File: src/rtl/core/vgmcsp_pkg.sv
// Shared types and constants for the music-log command stream parser.
// No dependencies; used by every module in rtl/core.
package vgmcsp_pkg;

  typedef logic [2:0] kind_t;

  localparam kind_t KIND_WRITE   = 3'd0;
  localparam kind_t KIND_WAIT    = 3'd1;
  localparam kind_t KIND_END     = 3'd2;
  localparam kind_t KIND_STOP    = 3'd3;
  localparam kind_t KIND_SMALL   = 3'd4;
  localparam kind_t KIND_NOT_VGM = 3'd5;
  localparam kind_t KIND_BAD_OFF = 3'd6;

  // Command opcodes
  localparam logic [7:0] OP_WRITE      = 8'h51;
  localparam logic [7:0] OP_WAIT       = 8'h61;
  localparam logic [7:0] OP_WAIT_NTSC  = 8'h62;
  localparam logic [7:0] OP_WAIT_PAL   = 8'h63;
  localparam logic [7:0] OP_END        = 8'h66;
  localparam logic [7:0] OP_DATA_BLOCK = 8'h67;
  localparam logic [7:0] OP_SKIP_A     = 8'h50;
  localparam logic [7:0] OP_SKIP_B     = 8'h4F;
  localparam logic [7:0] OP_SEEK       = 8'hE0;
  localparam logic [3:0] OP_WAIT_SHORT = 4'h7;  // upper nibble of 0x7n
  localparam logic [7:0] BLOCK_SIG     = 8'h66;

  localparam logic [15:0] WAIT_NTSC_SAMPLES = 16'd735;
  localparam logic [15:0] WAIT_PAL_SAMPLES  = 16'd882;

  // Header layout
  localparam logic [31:0] IDENT_WORD      = 32'h206D6756;  // "Vgm " byte 0 in low bits
  localparam logic [31:0] POS_OFFSET_LO   = 32'h34;
  localparam logic [31:0] POS_OFFSET_HI   = 32'h37;
  localparam logic [31:0] POS_DATA_MIN    = 32'h38;
  localparam logic [31:0] POS_HDR_CHECK   = 32'h3F;
  localparam logic [31:0] DATA_START_DFLT = 32'h40;

  typedef struct packed {
    logic [7:0] byte_value;
    logic       last_of_file;
  } in_item_t;

  typedef struct packed {
    kind_t       kind;
    logic [7:0]  opcode;
    logic [7:0]  reg_addr;
    logic [7:0]  reg_data;
    logic [15:0] wait_samples;
  } out_item_t;

  // Header checks for the byte at hand
  typedef struct packed {
    logic cmd_en;
    logic too_small;
    logic not_vgm;
    logic bad_offset;
  } hdr_info_t;

endpackage

File: src/rtl/core/vgmcsp_hdr.sv
// Header tracker: byte position, ident check and data offset capture.
// Depends on vgmcsp_pkg.
module vgmcsp_hdr (
  input  logic                   clk,
  input  logic                   rst_n,
  input  logic                   step,
  input  logic [7:0]             byte_value,
  input  logic                   last_of_file,
  output vgmcsp_pkg::hdr_info_t  info
);

  logic [31:0] pos_r, pos_nxt;
  logic        ident_ok_r, ident_ok_nxt;
  logic [31:0] data_start_r, data_start_nxt;

  logic        ident_cur;
  logic [31:0] ds_shift;
  logic [31:0] ds_cur;
  logic        offset_ok;
  logic        past_start;

  always_comb begin
    ident_cur = ident_ok_r &
                ~((pos_r < 32'd4) &&
                  (byte_value != vgmcsp_pkg::IDENT_WORD[{pos_r[1:0], 3'b000} +: 8]));
    ds_shift  = {byte_value, data_start_r[31:8]};
    ds_cur    = data_start_r;
    if (pos_r == vgmcsp_pkg::POS_OFFSET_HI) begin
      ds_cur = (ds_shift == 32'd0) ? vgmcsp_pkg::DATA_START_DFLT
                                   : vgmcsp_pkg::POS_OFFSET_LO + ds_shift;
    end else if (pos_r >= vgmcsp_pkg::POS_OFFSET_LO && pos_r < vgmcsp_pkg::POS_OFFSET_HI) begin
      ds_cur = ds_shift;
    end
    offset_ok  = (pos_r >= vgmcsp_pkg::POS_OFFSET_HI) && (ds_cur >= vgmcsp_pkg::POS_DATA_MIN);
    past_start = (pos_r >= ds_cur);

    info.cmd_en     = (pos_r >= vgmcsp_pkg::POS_DATA_MIN) && ident_cur && offset_ok
                      && past_start;
    info.too_small  = last_of_file && (pos_r < vgmcsp_pkg::POS_HDR_CHECK);
    info.not_vgm    = (pos_r == vgmcsp_pkg::POS_HDR_CHECK) && !ident_cur;
    // Offset too low, or the file ends before the data starts
    info.bad_offset = ((pos_r == vgmcsp_pkg::POS_HDR_CHECK) && !offset_ok) ||
                      (last_of_file && ident_cur && offset_ok && !past_start);
  end

  always_comb begin
    pos_nxt        = pos_r;
    ident_ok_nxt   = ident_ok_r;
    data_start_nxt = data_start_r;
    if (step) begin
      if (last_of_file) begin
        pos_nxt        = 32'd0;
        ident_ok_nxt   = 1'b1;
        data_start_nxt = 32'd0;
      end else begin
        pos_nxt        = (pos_r == 32'hFFFF_FFFF) ? pos_r : pos_r + 32'd1;
        ident_ok_nxt   = ident_cur;
        data_start_nxt = ds_cur;
      end
    end
  end

  always_ff @(posedge clk) begin
    if (!rst_n) begin
      pos_r        <= 32'd0;
      ident_ok_r   <= 1'b1;
      data_start_r <= 32'd0;
    end else begin
      pos_r        <= pos_nxt;
      ident_ok_r   <= ident_ok_nxt;
      data_start_r <= data_start_nxt;
    end
  end

endmodule

File: src/rtl/core/vgmcsp_cmd.sv
// Command decoder: opcode/argument phases, data block length and skip count.
// Depends on vgmcsp_pkg.
module vgmcsp_cmd (
  input  logic                   clk,
  input  logic                   rst_n,
  input  logic                   step,
  input  logic                   cmd_en,
  input  logic [7:0]             byte_value,
  input  logic                   last_of_file,
  output logic                   res_valid,
  output vgmcsp_pkg::out_item_t  res
);

  localparam logic [2:0] PH_OP   = 3'd0;
  localparam logic [2:0] PH_ARG1 = 3'd1;
  localparam logic [2:0] PH_ARG2 = 3'd2;
  localparam logic [2:0] PH_LEN  = 3'd3;
  localparam logic [2:0] PH_SKIP = 3'd4;
  localparam logic [2:0] PH_HALT = 3'd5;

  logic [2:0]  phase_r, phase_nxt;
  logic [7:0]  opcode_r, opcode_nxt;
  logic [7:0]  held_r, held_nxt;
  logic [31:0] len_r, len_nxt;
  logic [31:0] skip_r, skip_nxt;

  logic [31:0] skip_dec;
  logic [31:0] len_shift;
  logic        decode;

  always_comb begin
    skip_dec  = skip_r - 32'd1;
    len_shift = {byte_value, len_r[31:8]};
    decode    = step && cmd_en;

    phase_nxt  = phase_r;
    opcode_nxt = opcode_r;
    held_nxt   = held_r;
    len_nxt    = len_r;
    skip_nxt   = skip_r;
    res_valid  = 1'b0;
    res        = '0;

    if (decode) begin
      unique case (phase_r)
        PH_OP: begin
          opcode_nxt = byte_value;
          res.opcode = byte_value;
          priority if (byte_value == vgmcsp_pkg::OP_END) begin
            phase_nxt = PH_HALT;
            res_valid = 1'b1;
            res.kind  = vgmcsp_pkg::KIND_END;
          end else if (byte_value == vgmcsp_pkg::OP_WRITE || byte_value == vgmcsp_pkg::OP_WAIT ||
                       byte_value == vgmcsp_pkg::OP_DATA_BLOCK) begin
            phase_nxt = PH_ARG1;
          end else if (byte_value == vgmcsp_pkg::OP_WAIT_NTSC) begin
            res_valid        = 1'b1;
            res.kind         = vgmcsp_pkg::KIND_WAIT;
            res.wait_samples = vgmcsp_pkg::WAIT_NTSC_SAMPLES;
          end else if (byte_value == vgmcsp_pkg::OP_WAIT_PAL) begin
            res_valid        = 1'b1;
            res.kind         = vgmcsp_pkg::KIND_WAIT;
            res.wait_samples = vgmcsp_pkg::WAIT_PAL_SAMPLES;
          end else if (byte_value[7:4] == vgmcsp_pkg::OP_WAIT_SHORT) begin
            res_valid        = 1'b1;
            res.kind         = vgmcsp_pkg::KIND_WAIT;
            res.wait_samples = {12'd0, byte_value[3:0]} + 16'd1;
          end else if (byte_value == vgmcsp_pkg::OP_SKIP_A ||
                       byte_value == vgmcsp_pkg::OP_SKIP_B) begin
            skip_nxt  = 32'd1;
            phase_nxt = PH_SKIP;
          end else if (byte_value == vgmcsp_pkg::OP_SEEK) begin
            skip_nxt  = 32'd4;
            phase_nxt = PH_SKIP;
          end else begin
            // unsupported opcode: stop for the rest of the file
            phase_nxt = PH_HALT;
            res_valid = 1'b1;
            res.kind  = vgmcsp_pkg::KIND_STOP;
          end
        end
        PH_ARG1: begin
          held_nxt  = byte_value;
          phase_nxt = PH_ARG2;
        end
        PH_ARG2: begin
          phase_nxt  = PH_OP;
          res.opcode = opcode_r;
          priority if (opcode_r == vgmcsp_pkg::OP_WRITE) begin
            res_valid    = 1'b1;
            res.kind     = vgmcsp_pkg::KIND_WRITE;
            res.reg_addr = held_r;
            res.reg_data = byte_value;
          end else if (opcode_r == vgmcsp_pkg::OP_WAIT) begin
            res_valid        = 1'b1;
            res.kind         = vgmcsp_pkg::KIND_WAIT;
            res.wait_samples = {byte_value, held_r};
          end else if (held_r != vgmcsp_pkg::BLOCK_SIG) begin
            phase_nxt = PH_HALT;
            res_valid = 1'b1;
            res.kind  = vgmcsp_pkg::KIND_STOP;
          end else begin
            len_nxt   = 32'd0;
            skip_nxt  = 32'd4;
            phase_nxt = PH_LEN;
          end
        end
        PH_LEN: begin
          len_nxt  = len_shift;
          skip_nxt = skip_dec;
          if (skip_dec == 32'd0) begin
            skip_nxt  = len_shift;
            phase_nxt = (len_shift != 32'd0) ? PH_SKIP : PH_OP;
          end
        end
        PH_SKIP: begin
          skip_nxt = skip_dec;
          if (skip_dec == 32'd0) begin
            phase_nxt = PH_OP;
          end
        end
        default: begin
          phase_nxt = phase_r;
        end
      endcase
    end

    // rearm for the next file
    if (step && last_of_file) begin
      phase_nxt  = PH_OP;
      opcode_nxt = 8'd0;
      held_nxt   = 8'd0;
      len_nxt    = 32'd0;
      skip_nxt   = 32'd0;
    end
  end

  always_ff @(posedge clk) begin
    if (!rst_n) begin
      phase_r  <= PH_OP;
      opcode_r <= 8'd0;
      held_r   <= 8'd0;
      len_r    <= 32'd0;
      skip_r   <= 32'd0;
    end else begin
      phase_r  <= phase_nxt;
      opcode_r <= opcode_nxt;
      held_r   <= held_nxt;
      len_r    <= len_nxt;
      skip_r   <= skip_nxt;
    end
  end

endmodule

File: src/rtl/core/vgm_command_stream_parser_core.sv
// Top level of the music-log command stream parser.
// Depends on vgmcsp_pkg, vgmcsp_hdr and vgmcsp_cmd.

// Takes one file byte per beat and returns zero or one result per byte: chip
// register writes, waits, the end marker, a stop on an unsupported opcode or a bad
// block signature, and header errors (too small, bad ident, bad data offset). The
// block sustains one byte per clock while out_ready does not hold the output. A byte
// is held in an input register, decoded combinationally against the header and
// command state, and its result lands in an output register once that register
// is free; the result stays on out_data until out_ready takes it. in_ready is
// high while the input register is empty or the output register is free or
// being drained in the same cycle; bytes that give no result leave no output beat.
module vgm_command_stream_parser_core (
  input  logic                   clk,
  input  logic                   rst_n,
  input  logic                   in_valid,
  output logic                   in_ready,
  input  vgmcsp_pkg::in_item_t   in_data,
  output logic                   out_valid,
  input  logic                   out_ready,
  output vgmcsp_pkg::out_item_t  out_data
);

  logic                  in_valid_r, in_valid_nxt;
  vgmcsp_pkg::in_item_t  in_data_r, in_data_nxt;
  logic                  out_valid_r, out_valid_nxt;
  vgmcsp_pkg::out_item_t out_data_r, out_data_nxt;

  logic                  out_free;
  logic                  adv;
  vgmcsp_pkg::hdr_info_t hdr_info;
  logic                  cmd_valid;
  vgmcsp_pkg::out_item_t cmd_res;
  logic                  res_valid;
  vgmcsp_pkg::out_item_t res;

  assign out_free = !out_valid_r || out_ready;
  assign adv      = in_valid_r && out_free;
  assign in_ready = !in_valid_r || out_free;

  vgmcsp_hdr u_hdr (
    .clk          (clk),
    .rst_n        (rst_n),
    .step         (adv),
    .byte_value   (in_data_r.byte_value),
    .last_of_file (in_data_r.last_of_file),
    .info         (hdr_info)
  );

  vgmcsp_cmd u_cmd (
    .clk          (clk),
    .rst_n        (rst_n),
    .step         (adv),
    .cmd_en       (hdr_info.cmd_en),
    .byte_value   (in_data_r.byte_value),
    .last_of_file (in_data_r.last_of_file),
    .res_valid    (cmd_valid),
    .res          (cmd_res)
  );

  // Header errors override any command result of the same byte
  always_comb begin
    res       = '0;
    res_valid = 1'b1;
    priority if (hdr_info.too_small) begin
      res.kind = vgmcsp_pkg::KIND_SMALL;
    end else if (hdr_info.not_vgm) begin
      res.kind = vgmcsp_pkg::KIND_NOT_VGM;
    end else if (hdr_info.bad_offset) begin
      res.kind = vgmcsp_pkg::KIND_BAD_OFF;
    end else begin
      res       = cmd_res;
      res_valid = cmd_valid;
    end
  end

  always_comb begin
    in_valid_nxt  = in_valid_r;
    in_data_nxt   = in_data_r;
    out_valid_nxt = out_valid_r;
    out_data_nxt  = out_data_r;
    if (in_valid && in_ready) begin
      in_valid_nxt = 1'b1;
      in_data_nxt  = in_data;
    end else if (adv) begin
      in_valid_nxt = 1'b0;
    end
    if (adv) begin
      out_valid_nxt = res_valid;
      if (res_valid) begin
        out_data_nxt = res;
      end
    end else if (out_ready) begin
      out_valid_nxt = 1'b0;
    end
  end

  always_ff @(posedge clk) begin
    if (!rst_n) begin
      in_valid_r  <= 1'b0;
      out_valid_r <= 1'b0;
    end else begin
      in_valid_r  <= in_valid_nxt;
      out_valid_r <= out_valid_nxt;
    end
  end

  always_ff @(posedge clk) begin
    in_data_r  <= in_data_nxt;
    out_data_r <= out_data_nxt;
  end

  assign out_valid = out_valid_r;
  assign out_data  = out_data_r;

endmodule
File: config.mk
export PLATFORM = sky130hd
export DESIGN_NAME = vgm_command_stream_parser_core
export DESIGN_NICKNAME = d
export VERILOG_FILES = /design/src/rtl/core/vgmcsp_pkg.sv /design/src/rtl/core/vgmcsp_hdr.sv /design/src/rtl/core/vgmcsp_cmd.sv /design/src/rtl/core/vgm_command_stream_parser_core.sv
export SDC_FILE = /design/constraint.sdc
export NUM_CORES = 1
export LEC_CHECK = 0
export BUFFER_PORTS_ARGS = -buffer_cell sky130_fd_sc_hd__buf_2
export CORE_ASPECT_RATIO = 0.6
export CORE_UTILIZATION = 30
export CTS_CLUSTER_DIAMETER = 150
export DETAILED_ROUTE_END_ITERATION = 10
export SYNTH_ARGS = -nofsm -noshare
export SYNTH_HDL_FRONTEND = slang
export SYNTH_SLANG_ARGS = --single-unit
File: constraint.sdc
create_clock -name clk -period 9.3 [get_ports clk]
set_input_delay 2.325 -clock clk [delete_from_list [all_inputs] [get_ports clk]]
set_output_delay 2.325 -clock clk [all_outputs]
set_load 0.05 [all_outputs]
* Word level (Yosys, flattened, before mapping)
Index checks and enable logic that the tools add are counted.
** Cells by class
- Add/sub/neg operators :: 4
- Divide/modulo/power cells :: 0
- Multiply operators :: 0
- Bitwise gates (word level) :: 6
- Reductions and logical operators :: 48
- Eq/ne operators :: 36
- $lt $le $gt $ge :: 8
- Multiplexer cells :: 80
- Shift-type cells :: 1
** Operator list (count)
- two-way mux 32 bit :: 20
- two-way mux 16 bit :: 9
- greater-or-equal comparator 32 x 6 -> 1 bit (second input constant) :: 4
- one-hot mux 32 bit (4 select lines) :: 1
- equality test 8 x 7 -> 1 bit (second input constant) :: 10
- equality test 32 x 6 -> 1 bit (second input constant) :: 2
- logical NOT 32 bit :: 2
- less-than comparator 32 x 6 -> 1 bit (second input constant) :: 2
- one-hot mux 32 bit (2 select lines) :: 1
- two-way mux 3 bit :: 19
- two-way mux 43 bit :: 1
- adder 32 x 1 -> 32 bit (second input constant) :: 1
- adder 6 x 32 -> 32 bit (first input constant) :: 1
- equality test 32 bit (second input constant) :: 1
- greater-or-equal comparator 32 bit :: 1
- less-than comparator 32 x 3 -> 1 bit (second input constant) :: 1
- one-hot mux 16 bit (2 select lines) :: 1
- nonzero test 32 bit :: 1
- variable part select 32 x 6 -> 8 bit (first input constant) :: 1
- subtractor 32 x 1 -> 32 bit (second input constant) :: 1
- two-way mux 1 bit :: 22
- one-hot mux 11 bit (2 select lines) :: 1
- != test 2 bit (second input constant) :: 9
- logical AND 1 bit :: 16
- other kinds (30) :: 55
** Word-level totals
- Bits in writable memories :: 0
- Latch bits :: 0
- ROM bits :: 0
- Memories :: 0
- Word-level logic and storage cells :: 202
- Register bits after elaboration :: 202
- Output and inout port bits :: 45
- Input bits :: 13

* Depth between registers and ports, before layout
- Depth in word-level cells :: 14
- Gate-level depth with buffers :: 24
- Mapped depth without buffers :: 20

* Cells and area by module
A second synthesis with hierarchy kept.
** Unflattened totals
- Cell total of the unflattened synthesis :: 1459
- Area, all modules :: 11971.5 um2
** Modules (own cells, without submodules)
- vgmcsp_hdr :: cells each 662, area each 5027.3 um2, times used 1
- vgmcsp_cmd :: cells each 682, area each 4959.8 um2, times used 1
- vgm_command_stream_parser_core :: cells each 115, area each 1984.4 um2, times used 1

* Least setup slack after synthesis
OpenSTA, ideal clock, no wires.
- Path kind :: reg-to-reg
- Start point :: register in_data_r[1] in the netlist's numbering
- End point :: register out_data_r (netlist bit out_data[0]), enable pin
- Slack :: 2174 ps
- Stages on the path, launching flop included :: 22
- Period minus slack after synthesis :: 7126 ps
- Setup time :: 458 ps
- Arrival time :: 6668 ps
- Cells stage by stage :: edfxtp_1 > clkbuf_1 > inv_1 > ha_1 > or4b_1 > nor4_4 > a2111oi_2 > clkbuf_1 > a41oi_1 > a21oi_1 > a21oi_1 > ha_1 > nand4_1 > or2_2 > nor4b_1 > a31oi_1 > o41a_1 > nor2_1 > o31a_1 > buf_6 > nand2b_1 > a21oi_1
** On the way
- Longest elaborated chain between the ends :: 14
- Elaborated cells on any way between the ends :: 50
** RTL lines
- from (decl) :: line vgm_command_stream_parser_core.sv:25 : vgmcsp_pkg::in_item_t in_data_r, in_data_nxt;
- from (signal assigned) :: line vgm_command_stream_parser_core.sv:109 : in_data_r <= in_data_nxt;
- parallel branches: the longest is 11 deep, another holds adder 6 x 32 -> 32 bit
- two-way mux 1 bit (*) :: line vgm_command_stream_parser_core.sv:67 : end else if (hdr_info.not_vgm) begin
- two-way mux 1 bit (*) :: line vgm_command_stream_parser_core.sv:65 : priority if (hdr_info.too_small) begin
- AND reduction 2 bit (no source line) (*)
- to (signal assigned) :: line vgm_command_stream_parser_core.sv:110 : out_data_r <= out_data_nxt;
- to (decl) :: line vgm_command_stream_parser_core.sv:27 : vgmcsp_pkg::out_item_t out_data_r, out_data_nxt;
Mark *: on every way between the ends.
A chain may end at the register's enable or synchronous reset.

* Worst setup path in the final report
- Start point :: register in_data_r[1] in the netlist's numbering
- End point :: register out_data_r (netlist bit out_data[30]), enable pin
The elaborated chain is that of the path after synthesis.

==> flow_summary.json <==
{
  "grt_pass1_wl_um": 67500,
  "num_rows": 58,
  "port_buffers": 57,
  "dr.pass1.iters": 6,
  "cts-buffers-inserted": 17,
  "async_flop_share": 0,
  "ctsResizeCount": 0,
  "clk_latency_ns": 0.47,
  "setup_tns_ns": 0,
  "path_class": "flop to flop",
  "drt-total-wl_um": 44200,
  "timing.final.ws_setup_ns": 2.11,
  "syn-num-nets": 1611,
  "netlist.area_leader.share": 0.223,
  "post_cts_buffers": 0,
  "finClkSkew_ns": 0.0145,
  "p_leak_nw": 5.11,
  "die-area_mm2": 0.0433,
  "power_switching_mw": 0.443,
  "finish.utilization": 0.335,
  "area_growth_pct": 10.3,
  "drt_iter0_markers": 1765,
  "ir_worst_vdd_mv": 0.142,
  "viasPerCell": 5.79,
  "final_hold_viol_count": 0,
  "start_util": 0.304,
  "cp_max_fo": 43,
  "synth_enable_flop_cells": 52,
  "slew_headroom": 0.343,
  "worstPathRequired_ns": 9.40,
  "cp-end-kind": "flop",
  "drv_cap": 0,
  "ys_top_cells_by_count": "nand2_1 (182), dfxtp_1 (142), nor2_1 (117)",
  "synth_warnings": 0,
  "wl_per_cell_um": 20.8,
  "clockRootBuffer": "clkbuf_16",
  "slew_viol_final": 0,
  "synthFlopType": "dfxtp_1",
  "setup_viol": 0,
  "grt_max_degree": 90,
  "p_total_mw": 1.76,
  "antenna_found_initial": 0,
  "cts_hold_buf": 0,
  "min_period_ns": 7.19,
  "clock_path_buffers": 2,
  "fillers": 4352,
  "yosysMostFrequentCell": "nand2_1",
  "gp_congestion": 1.02,
  "power-per-cell-area_mw_per_mm2": 126,
  "cts_max_level": 4,
  "overflow": 0,
  "period_share": 0.773,
  "grt_use_total": 0.204,
  "p_seq_frac": 0.499,
  "combPwrFrac": 0.050,
  "vias": 12300,
  "worst-slew-pin-transition_ns": 0.975,
  "ys_ff_latch": 194,
  "clk_transition_reported_paths_ns": 0.07,
  "dp_hpwl_um": 31800,
  "die_w_um": 268,
  "ant_nets": 0,
  "power_switching_share": 0.252,
  "synth_cell_types": 94,
  "start_kind": "flop",
  "yosys-top-cells-area": "dfxtp_1 (22%), edfxtp_1 (12%), nand2_1 (5.4%), mux2i_1 (4.6%), a21oi_1 (4.4%)",
  "syn_area_mm2": 0.0127,
  "drc": 0,
  "avgSynthCellArea_um2": 8.19,
  "grt_pass1_vias": 11000,
  "cts_sinks": 194,
  "io_pins": 58,
  "critPathArrivalTime_ns": 7.29,
  "rsz0062_at_grt": "no",
  "p_int_mw": 1.32,
  "outcome": "finished, final reports clean",
  "synthCells": 1554,
  "max_freq_ghz": 0.139,
  "clkPwrFrac": 0.451,
  "synth_seq_area_share": 0.346,
  "synth_top_cell_by_area": "dfxtp_1",
  "cts_tree": "yes",
  "dp_slack_ns": 2.26,
  "antenna_cells": 0,
  "drive_gt1_frac": 0.110,
  "final_net_count": 1593,
  "min_path_type": "flop to flop",
  "fin_cells": 2119,
  "core_mm2": 0.0419,
  "placed_cells": 2087,
  "fp.dieH_um": 162
}
-- state kept, by name, indices dropped and copies added, names as in the netlist, 8 cells and up --
signal              cells
in_data_r               9
out_data               43
u_cmd.held_r            8
u_cmd.len_r            24
u_cmd.opcode_r          8
u_cmd.skip_r           32
u_hdr.data_start_r     32
u_hdr.pos_r            32
-- through the flow --
step | instance area (um^2) | hold slack [ns]
2_1_floorplan | 12700 | 0.436
3_3_place_gp | 13400 | 0.450
3_5_place_dp | 13400 | 0.455
4_1_cts | 14000 | 0.471
5_1_grt | 14000 | 0.492
6_report | 14000 | 0.469
-- critical path, cell delays in order, from the launching register on --
cell	delay, ns
edfxtp_1	0.71
inv_1	0.33
ha_1	0.24
or4b_1	0.56
or2_2	0.41
o311ai_1	0.73
nor2_1	0.11
a22o_1	0.20
a21oi_1	0.34
ha_1	0.20
nand3_1	0.10
or4_1	0.54
o41a_1	0.48
nor2_1	0.24
o31a_1	0.73
nand2b_1	0.21
a21oi_4	0.18
buf_4	0.46
-- routing by layer --
| layer | GRT usage | share of wire | vias to the layer above |
|---|---|---|---|
| li1 | - | - | 5667 |
| met1 | 0.323 | 0.50 | 5898 |
| met2 | 0.259 | 0.37 | 673 |
| met3 | 0.0585 | 0.12 | 39 |
| met4 | 0.0499 | 0.013 | 0 |
| met5 | 0 | 0 | - |
-- power by group through the flow --
stage / clock [mW] / sequential, mW / combinational [mW]
2_1_floorplan: 0 / 0.906 / 0.0474
6_report: 0.794 / 0.879 / 0.0890
3_3_place_gp: 0 / 0.899 / 0.0874
4_1_cts: 0.805 / 0.879 / 0.0884
3_5_place_dp: 0 / 0.899 / 0.0882
5_1_grt: 0.835 / 0.880 / 0.0956
-- cell usage in the layout, fill, tap and decap left out, drive strengths merged, types with 34 or more instances in the layout --
cell type and n:
nor4 45, mux2i 59, ha 44, edfxtp 52, and2 56, nor2 119, nor3 53, buf 80
nand4 40, nand2 186, o21ai 90, dfxtp 142, nand3 66, a21oi 112, xor2 34, inv 35
-- final cells by class --
cell class,count,area [um^2],share of cell area
Tap cell,570,713,0.0508
Sequential cell,194,4400,0.314
Timing Repair Buffer,80,458,0.0326
Clock inverter,14,181,0.0129
Multi-Input combinational cell,1210,7730,0.551
Clock buffer,18,429,0.0306
Inverter,33,124,0.00882
-- path summary, 6_finish.rpt --
path	slack [ns]	endpoint	start	depth (start not counted)
min	0.47	u_hdr.ident_ok_r$_SDFFE_PN1P_	u_hdr.ident_ok_r$_SDFFE_PN1P_	1
min reg2reg	0.47	u_hdr.ident_ok_r$_SDFFE_PN1P_	u_hdr.ident_ok_r$_SDFFE_PN1P_	1
max reg2reg	2.11	out_data[30]$_SDFFCE_PP0P_	in_data_r[1]$_DFFE_PP_	17
max	2.11	out_data[30]$_SDFFCE_PP0P_	in_data_r[1]$_DFFE_PP_	17
-- cells by family after synthesis --
group | synth area share
buffers and inverters | 0.0515
DFF | 0.346
muxes | 0.0464
and+or+nand+nor | 0.285
xor gates and xnor gates | 0.0420
adders and majority gates | 0.0432
AOI/OAI and AO/OA | 0.185
Note: power is estimated with default switching activity, not from simulation.
